**config.mk**
```make
export PLATFORM = sky130hd
export DESIGN_NAME = ipfm_matcher
export DESIGN_NICKNAME = d
export VERILOG_FILES = /design/src/rtl/ipfm_pkg.sv /design/src/rtl/ipfm_matcher.sv
export SDC_FILE = /design/constraint.sdc
export NUM_CORES = 1
export LEC_CHECK = 0
export ABC_AREA = 1
export ABC_CLOCK_PERIOD_IN_PS = 1900
export BUFFER_PORTS_ARGS = -buffer_cell sky130_fd_sc_hd__buf_2
export CAP_MARGIN = 20
export CORE_UTILIZATION = 44
export DETAILED_ROUTE_END_ITERATION = 7
export PLACE_DENSITY = 0.91
export SYNTH_ARGS = -nofsm -noshare
export SYNTH_HDL_FRONTEND = slang
export SYNTH_SLANG_ARGS = --single-unit
```
**constraint.sdc**
```tcl
create_clock -name vclk -period 1.9
set_input_delay 0.19 -clock vclk [all_inputs]
set_output_delay 0.19 -clock vclk [all_outputs]
set_load 0.01 [all_outputs]
```
**src/rtl/ipfm_pkg.sv**
```systemverilog
`default_nettype none
// ----------------------------------------------------------------------------
// ipfm_pkg
// Shared types, constants and the netmask helper for the IPv4 prefix table.
// ----------------------------------------------------------------------------
package ipfm_pkg;

    localparam int TABLE_ENTRIES_DEFAULT = 128;
    localparam int ADDR_W                = 32;
    localparam int PREFIX_W              = 6;
    localparam int STATUS_W              = 2;
    localparam int INDEX_W               = 7;

    localparam logic [PREFIX_W-1:0] PREFIX_FULL = PREFIX_W'(32);

    typedef enum logic [STATUS_W-1:0] {
        ST_HIT    = 2'd0,
        ST_MISS   = 2'd1,
        ST_STORED = 2'd2,
        ST_FULL   = 2'd3
    } status_t;

    typedef enum logic [1:0] {
        S_IDLE,
        S_APPEND,
        S_SCAN,
        S_FINISH
    } state_t;

    typedef struct packed {
        logic [ADDR_W-1:0]   network;
        logic [PREFIX_W-1:0] prefix;
    } entry_t;

    // len is already saturated to 0..32
    function automatic logic [ADDR_W-1:0] mask_of(input logic [PREFIX_W-1:0] len);
        logic [PREFIX_W-1:0] shift;
        shift = PREFIX_FULL - len;
        if (len == '0)
        begin
            return '0;
        end
        return {ADDR_W{1'b1}} << shift;
    endfunction

endpackage
`default_nettype wire

```
**src/rtl/ipfm_matcher.sv**
```systemverilog
`default_nettype none
// ----------------------------------------------------------------------------
// ipfm_matcher
// Shared compare unit: address under the entry's mask against its network.
// ----------------------------------------------------------------------------
module ipfm_matcher
    import ipfm_pkg::*;
(
    input  logic [ADDR_W-1:0] address,
    input  entry_t            entry,
    output logic              match
);

    logic [ADDR_W-1:0] mask;

    always_comb
    begin
        mask  = mask_of(entry.prefix);
        match = ((address & mask) == entry.network);
    end

endmodule
`default_nettype wire
```
==> results.md <==
* Worst endpoint data arrival time at 2180 ps
* Crit share post-route at 125%
* GRT overflow at 0
* Failing checks: setup timing
* Total design power at 0.508 mW
* Final hold viol count at 0
* Area of the core at 3050 µm²
* Row count at 20
* Final Cell Area at 2230 µm²
* Largest net degree at the start of global routing at 14
* Worst setup path start: entry[0]
* GRT Util Overall at 29.9%
* Largest family of logic cells by synthesized area: simple AND/OR/NAND/NOR gates
* Layout area overhead at 58.7%
* Worst Max-Slew Pin Slew at 246 ps
* Fillers at 260
* Hold WC Path Type: in2out
* Max cap viols at 0
* Syn Inst Count at 303
* Total length of routed wires at 6120 µm
* NetSw at 0.308 mW
* Post-synthesis sequential area ratio at 0%
* Placed wire-length estimate at 3530 µm
* Mapped Area at 1410 µm²
* Peak VDD IR at 0.000103 V
* DP Area at 1920 µm²
* Total area of multi-input combinational cells at 1430 µm²
* Worst setup EP type: primary output
* Commonest non-fill, non-tap cell in the layout: nand2_1
* Placed Cells at 429
* Setup violators final at 1
* Final Critical Period at 2370 ps
* Initial core utilization at 46.1%
* Power per cell area at 227 nW/µm²
* Clock buffer cells at 0
* Pre-Repair DR Iteration Count at 6
* Mean routed wirelength per cell at 14.0 µm
* Inserted Diodes at 0
* Seq cells at 0
* Post-synthesis xor/xnor area fraction at 0.622%
* Hold Path Sink: match
* Chip height at 58.6 µm
* Routed Antenna Nets at 0
* Synth Area in Compound Gates at 9.16%
* Initial antenna violation count at 0
* Setup CP Type: in2out
* Mux cell area share after synthesis at 0%
* Final hold slack at 892 ps
* Fin. max-slew vios at 0
* Number of port buffers at 71
* First-pass GRT wire length at 8190 µm
* Synth unique cells at 22
* Hold_buf cts at 0
* Hold Path Depth at 9
* Vias in the first global route at 2021
* Worst path required time at 1710 ps
* Slew Limit Headroom at 83.5%
* Setup Total Neg Slack at -473 ps
* Flop pwr share at 0%
* Power Internal at 0.199 mW
* Reg area at 0 µm²
* Run status: complete, but fails checks
* Non-Filler Instances at 438
* Hold path startpoint: entry[27]
* Clock Power Share at 0%
* Post-route DRC at 0
* Fmax at 0.421 GHz
* Synth Net Count at 377
* Leakage at 1.26 nW
* Ports at 71
* Comb power frac at 100.0%
* Die width at 58.6 µm
* Simple-gate share of the synthesized area at 70.7%
* Vias post-DR at 2480
* Syn avg cell area at 4.65 µm²
* Fin nets at 470
* Ys Warns at 0
* Initial DRC count at 277
* Worst Setup Slack, final at -473 ps
* Switching Fraction at 60.7%
* CP max FO at 6
* Adder-Cell Fraction of Synth Area at 3.56%
* RD Place Congestion at 0.855
* Fraction of layout cells with a size suffix above 1 at 39.8%
* Critical path startpoint category: input pin
* Vias per cell at 5.66
* Die area at 3430 µm²
* Most frequent cells in the layout: nand2_1, buf_2, inv_1, nor2_1, nand3_1
* RSZ-0062 raised after global routing: true
## metrics by stage
| stage | util, % | setup WS, ps |
|---|---|---|
| 5_1_grt | 73.2 | -567 |
| 4_1_cts | 68.9 | -185 |
| 3_3_place_gp | 63.0 | -273 |
| 6_report | 73.2 | -473 |
| 2_1_floorplan | - | 10.8 |
| 3_5_place_dp | 63.0 | -338 |
## what timing repair did
| item | 4_1_cts | 5_1_grt |
|---|---|---|
| setup endpoints to repair | 1 | 1 |
| pin swaps | 14 | 11 |
| cloned | 3 | 1 |
| setup buffers | 0 | 5 |
| resized for setup | 42 | 23 |
## worst max path at each step
stage,endpoint,cells after the start
after floorplan,match,14
after global placement,match,19
after detailed placement,match,16
after CTS,match,17
after global routing,match,18
final,match,18
## per-layer routing
layer / global-route usage (%) / share of wire, % / up-vias / routed length, µm
met5: 0 / 0 / - / 0
met4: 15.3 / 5.8 / 0 / 354
met3: 2.64 / 12 / 52 / 761
met2: 51.7 / 46 / 215 / 2810
met1: 36.9 / 36 / 1074 / 2190
li1: - / - / 1139 / -
## final cells by class
class | instances | share of cell area, %
inverter | 49 | 8.74
multi-input combinational | 253 | 64.1
tap | 44 | 2.46
timing repair buffer | 91 | 24.4
timing repair inverter | 1 | 0.280
## synthesized netlist by cell type
cell / number / area share (%)
buf_2: 1 / 0.36
buf_6: 3 / 2.4
ha_1: 4 / 3.6
inv_1: 48 / 13
inv_4: 1 / 0.44
nand2_1: 122 / 33
nand2_2: 3 / 1.3
nand2_4: 2 / 1.6
nand3_1: 26 / 9.2
nand3_2: 2 / 1.4
nand3_4: 1 / 1.2
nand3b_1: 3 / 1.6
nand4_1: 11 / 4.9
nand4_4: 1 / 1.5
nor2_1: 51 / 14
nor2_2: 2 / 0.89
nor2_4: 1 / 0.80
o21ai_0: 7 / 2.5
o21ai_1: 6 / 2.1
o21ai_2: 6 / 3.7
o21bai_2: 1 / 0.80
xor2_1: 1 / 0.62
## critical path: stages
cell and delay (ps):
buf_8 100, clkinvlp_4 90, ha_4 200, inv_2 50, nand2_2 100, nand2_4 100, nand2_2 100, inv_1 60
nand2_1 100, nand2_2 70, o21ai_2 140, nand2_1 80, nor2_1 170, nand2_1 100, nor2_1 150, nand2_1 130
nor2_1 120, buf_2 140
## logic make-up (layout without fill, tap and decap cells)
group                    after synthesis  in the layout
AND/OR/NAND/NOR                      225            228
buffers and inverters                 53            141
AO/OA/AOI/OAI                         20             20
adder cells (fa/ha/maj)                4              4
XOR/XNOR                               1              1
## power by group through the flow
stage                     Sequential [mW]  Clock (mW)  Combinational (mW)
after floorplan                         0           0               0.233
after global placement                  0           0               0.373
after detailed placement                0           0               0.385
after CTS                               0           0               0.435
after global routing                    0           0               0.545
final                                   0           0               0.508
(Power assumes the default switching activity.)
