## src/rtl/ipfm_pkg.sv

```systemverilog
`default_nettype none
// ----------------------------------------------------------------------------
// ipfm_pkg
// Shared types, constants and the netmask helper for the IPv4 prefix table.
// ----------------------------------------------------------------------------
package ipfm_pkg;

    localparam int TABLE_ENTRIES_DEFAULT = 128;
    localparam int ADDR_W                = 32;
    localparam int PREFIX_W              = 6;
    localparam int STATUS_W              = 2;
    localparam int INDEX_W               = 7;

    localparam logic [PREFIX_W-1:0] PREFIX_FULL = PREFIX_W'(32);

    typedef enum logic [STATUS_W-1:0] {
        ST_HIT    = 2'd0,
        ST_MISS   = 2'd1,
        ST_STORED = 2'd2,
        ST_FULL   = 2'd3
    } status_t;

    typedef enum logic [1:0] {
        S_IDLE,
        S_APPEND,
        S_SCAN,
        S_FINISH
    } state_t;

    typedef struct packed {
        logic [ADDR_W-1:0]   network;
        logic [PREFIX_W-1:0] prefix;
    } entry_t;

    // len is already saturated to 0..32
    function automatic logic [ADDR_W-1:0] mask_of(input logic [PREFIX_W-1:0] len);
        logic [PREFIX_W-1:0] shift;
        shift = PREFIX_FULL - len;
        if (len == '0)
        begin
            return '0;
        end
        return {ADDR_W{1'b1}} << shift;
    endfunction

endpackage
`default_nettype wire

```

## src/rtl/ipfm_entry_ram.sv

```systemverilog
`default_nettype none
// ----------------------------------------------------------------------------
// ipfm_entry_ram
// Prefix entry store: one write port, one registered read port.
// ----------------------------------------------------------------------------
module ipfm_entry_ram
    import ipfm_pkg::*;
#(
    parameter int DEPTH = TABLE_ENTRIES_DEFAULT,
    parameter int AW    = $clog2(DEPTH)
)
(
    input  logic          clk,
    input  logic          wr_en,
    input  logic [AW-1:0] wr_addr,
    input  entry_t        wr_data,
    input  logic          rd_en,
    input  logic [AW-1:0] rd_addr,
    output entry_t        rd_data
);

    entry_t mem [DEPTH];

    always_ff @(posedge clk)
    begin
        if (wr_en)
        begin
            mem[wr_addr] <= wr_data;
        end
    end

    always_ff @(posedge clk)
    begin
        if (rd_en)
        begin
            rd_data <= mem[rd_addr];
        end
    end

endmodule
`default_nettype wire

```

## config.mk

```make
export PLATFORM = sky130hd
export DESIGN_NAME = ipfm_entry_ram
export DESIGN_NICKNAME = d
export VERILOG_FILES = /design/src/rtl/ipfm_pkg.sv /design/src/rtl/ipfm_entry_ram.sv
export SDC_FILE = /design/constraint.sdc
export NUM_CORES = 2
export LEC_CHECK = 0
export BUFFER_PORTS_ARGS = -buffer_cell sky130_fd_sc_hd__buf_2
export CORE_UTILIZATION = 25
export DETAILED_ROUTE_END_ITERATION = 7
export GPL_ROUTABILITY_DRIVEN = 0
export GPL_TIMING_DRIVEN = 1
export PLACE_DENSITY = 0.46
export RECOVER_POWER = 50
export SETUP_SLACK_MARGIN = 0.05
export SYNTH_ARGS = -nofsm -noshare
export SYNTH_HDL_FRONTEND = slang
export SYNTH_MEMORY_MAX_BITS = 65536
export SYNTH_SLANG_ARGS = --single-unit
```

## constraint.sdc

```tcl
create_clock -name clk -period 5.35 [get_ports clk]
set_clock_uncertainty 0.05 [all_clocks]
set_input_delay 1.605 -clock clk [delete_from_list [all_inputs] [get_ports clk]]
set_output_delay 1.605 -clock clk [all_outputs]
set_load 0.03 [all_outputs]
```

==> run metrics <==
Buf/Inv on CP 2; first-pass GRT wire length 773,000 um; max-cap violations 64; area of the mapped netlist 0.186 mm^2; Min-Delay Path Depth 4; HPWL Detailed 347,000 um; commonest cells after routing, fill and taps aside 4,902 x edfxtp_1, 1,596 x mux4_2, 479 x clkbuf_16, 301 x buf_4, 258 x buf_12; filler cell count in the final layout 70.5k; Overflow after GRT 0; fraction of final layout cells with drive strength greater than 1 37.1%; r2r startpoint mem[93][14]; root buffer selected by CTS clkbuf_16; pwr dens 365 mW/mm^2; number of global-route vias before repair 87.7k; Yosys warnings 0; synth unique cells 15; PortBufs 92; R2R setup slack 2.41 ns; worst-path maximum fanout 30; CTS Sinks 4,902; crit path time final 4.98 ns; Slew headroom -173%; Die Y 864 um; io pins 93; Final Hold Viols 0; CP Data Required Time 5.91 ns; CTS tree done; TritonCTS Buffers 475; Initial Util 25.1%; clk buf depth 4; type of element capturing the critical path flip-flop; initial antenna violation count 139; drt first pass iters 5; Post-CTS Repair Setup Buffers 0; unrepaired setup endpoints after global routing no; largest net degree at the start of global routing 98; post-route DRC violation count 0; Core ar. 0.741 mm^2; # resized after CTS 0; DR WL/cell 31.3 um; slowest stage delay, CP 2.36 ns; hold worst-path end rd_data[12]; Tcrit/Tclk final 93.1%; crit path DAT 5.54 ns; critical path type input port to flip-flop; CP top delay family buffers and inverters; design area 0.221 mm^2; vias after detailed routing 84.9k; CTS Hold Bufs 0; Hold Startpoint mem[120][12]; Area Overhead vs Synth 19.2%; syn nets 7,133; Std-Cell Rows 316; crit-path most repeated cell clkbuf_1; reg2reg end rd_data[14]; Tightest Pin Transition 4.10 ns; Peak VDD IR 282 uV; worst skew pair latency 1.07 ns; Die ar. 0.746 mm^2; initial DRC count 9,711; commonest non-fill, non-tap cell in the layout edfxtp_1; Slew Limit Fails 3,333; fin nets 7,927; CTS H-tree lvls 5; logic depth of the worst register-to-register path 4; LEAKAGE 66.1 nW; Mean Syn Cell Area 26.2 um^2; Routed WL 573,000 um; violated checks max-capacitance violations, max-slew violations; fmax 201 MHz; setup violators final 0; placed cell area 0.206 mm^2; Final WS setup 0.371 ns; Cell Chain, Critical Path clkbuf_1 > clkbuf_1; Die Wd 864 um; post-route ant nets 0; Clk pin slew, worst setup/hold paths 0.07 ns; Hold Path Class flip-flop to flip-flop; post-synthesis register bit count 4,902; synthesized instance count 7,078; Place WS -0.0561 ns; GRT Util Overall 15.0%; Slowest cell on crit path clkbuf_1; Via density 4.64; run status finished, violations left; Seq/Total Area, Yosys 79.2%; Startpoint Class input port; Fin Hold WS 1.15 ns
worst max path at each step:
| stage | start | endpoint | slack (ns) | cells past startpoint |
|---|---|---|---|---|
| finish | rd_en | rd_data[11] | 0.37 | 2 |
| CTS | rd_data[18] | rd_data[18] | 1.00 | 1 |
| global placement | rd_addr[0] | rd_data[8] | -0.05 | 9 |
| floorplan | wr_en | mem[98][0] | 0.03 | 3 |
| detailed placement | rd_addr[0] | rd_data[8] | -0.06 | 9 |
| global route | wr_addr[3] | mem[100][14] | 0.55 | 7 |
Yosys cell counts:
master	count	area, um^2
nor2b_1	7	43.8
buf_2	61	305
buf_6	2	22.5
nand2b_1	2	12.5
edfxtp_1	4902	147000
nor2_1	122	458
nor3_1	9	45.0
nand4_1	3	18.8
nand2_1	14	52.6
buf_1	84	315
mux4_2	1596	35900
nand3_1	12	60.1
clkbuf_1	225	845
or3_1	1	6.26
mux2_2	38	428
kinds of logic (layout without fill, tap and decap cells):
kind of cell | after synthesis | count (layout) | share of synthesized area [%]
muxes | 1634 | 1634 | 19.6
DFF | 4902 | 4902 | 79.2
other | 0 | 175 | 0
and+or+nand+nor | 170 | 170 | 0.375
buffers and inverters | 372 | 1568 | 0.801
state kept, by name, indices dropped and copies added (netlist names):
signal	cells
mem	4864
rd_data	38
report_power, final:
group	leakage, nW	internal (mW)	switching, mW
Combinational	14.5	1.66	2.85
Clock	7.52	19.0	14.6
Sequential	44.1	42.5	0.149
Total	66.1	63.1	17.6
metrics by stage:
stage	util [%]	TNS (ns)	total power, mW	cells
2_1_floorplan	-	0	45.4	7078
5_1_grt	29.9	0	82.9	18300
4_1_cts	29.9	0	81.5	18100
6_report	29.9	0	80.8	18300
3_3_place_gp	27.8	-0.0467	48.0	17300
3_5_place_dp	27.8	-0.0561	48.0	17300
tightest hold or removal path: cells and delay by family (launching register included):
kind	cells	cell delay [ns]
flops	1	0.31
mux	4	0.82
area by class of cell:
| class | instances | area [um^2] | share of cell area [%] |
|---|---|---|---|
| Multi-Input combinational cell | 1804 | 38000 | 17.2 |
| Sequential cell | 4902 | 147000 | 66.5 |
| Clock inverter | 304 | 3020 | 1.36 |
| Tap cell | 9858 | 12300 | 5.57 |
| Timing Repair Buffer | 689 | 8030 | 3.63 |
| Antenna cell | 175 | 438 | 0.198 |
| Clock buffer | 575 | 12300 | 5.58 |
metal layers:
layer  part of all wire [%]  global-route usage [%]
met3                    7.0                    2.86
met5                  0.049                       0
met2                     49                    24.9
met4                    2.8                    3.95
met1                     41                    20.1
No activity file was read; power rests on OpenSTA's default activity.
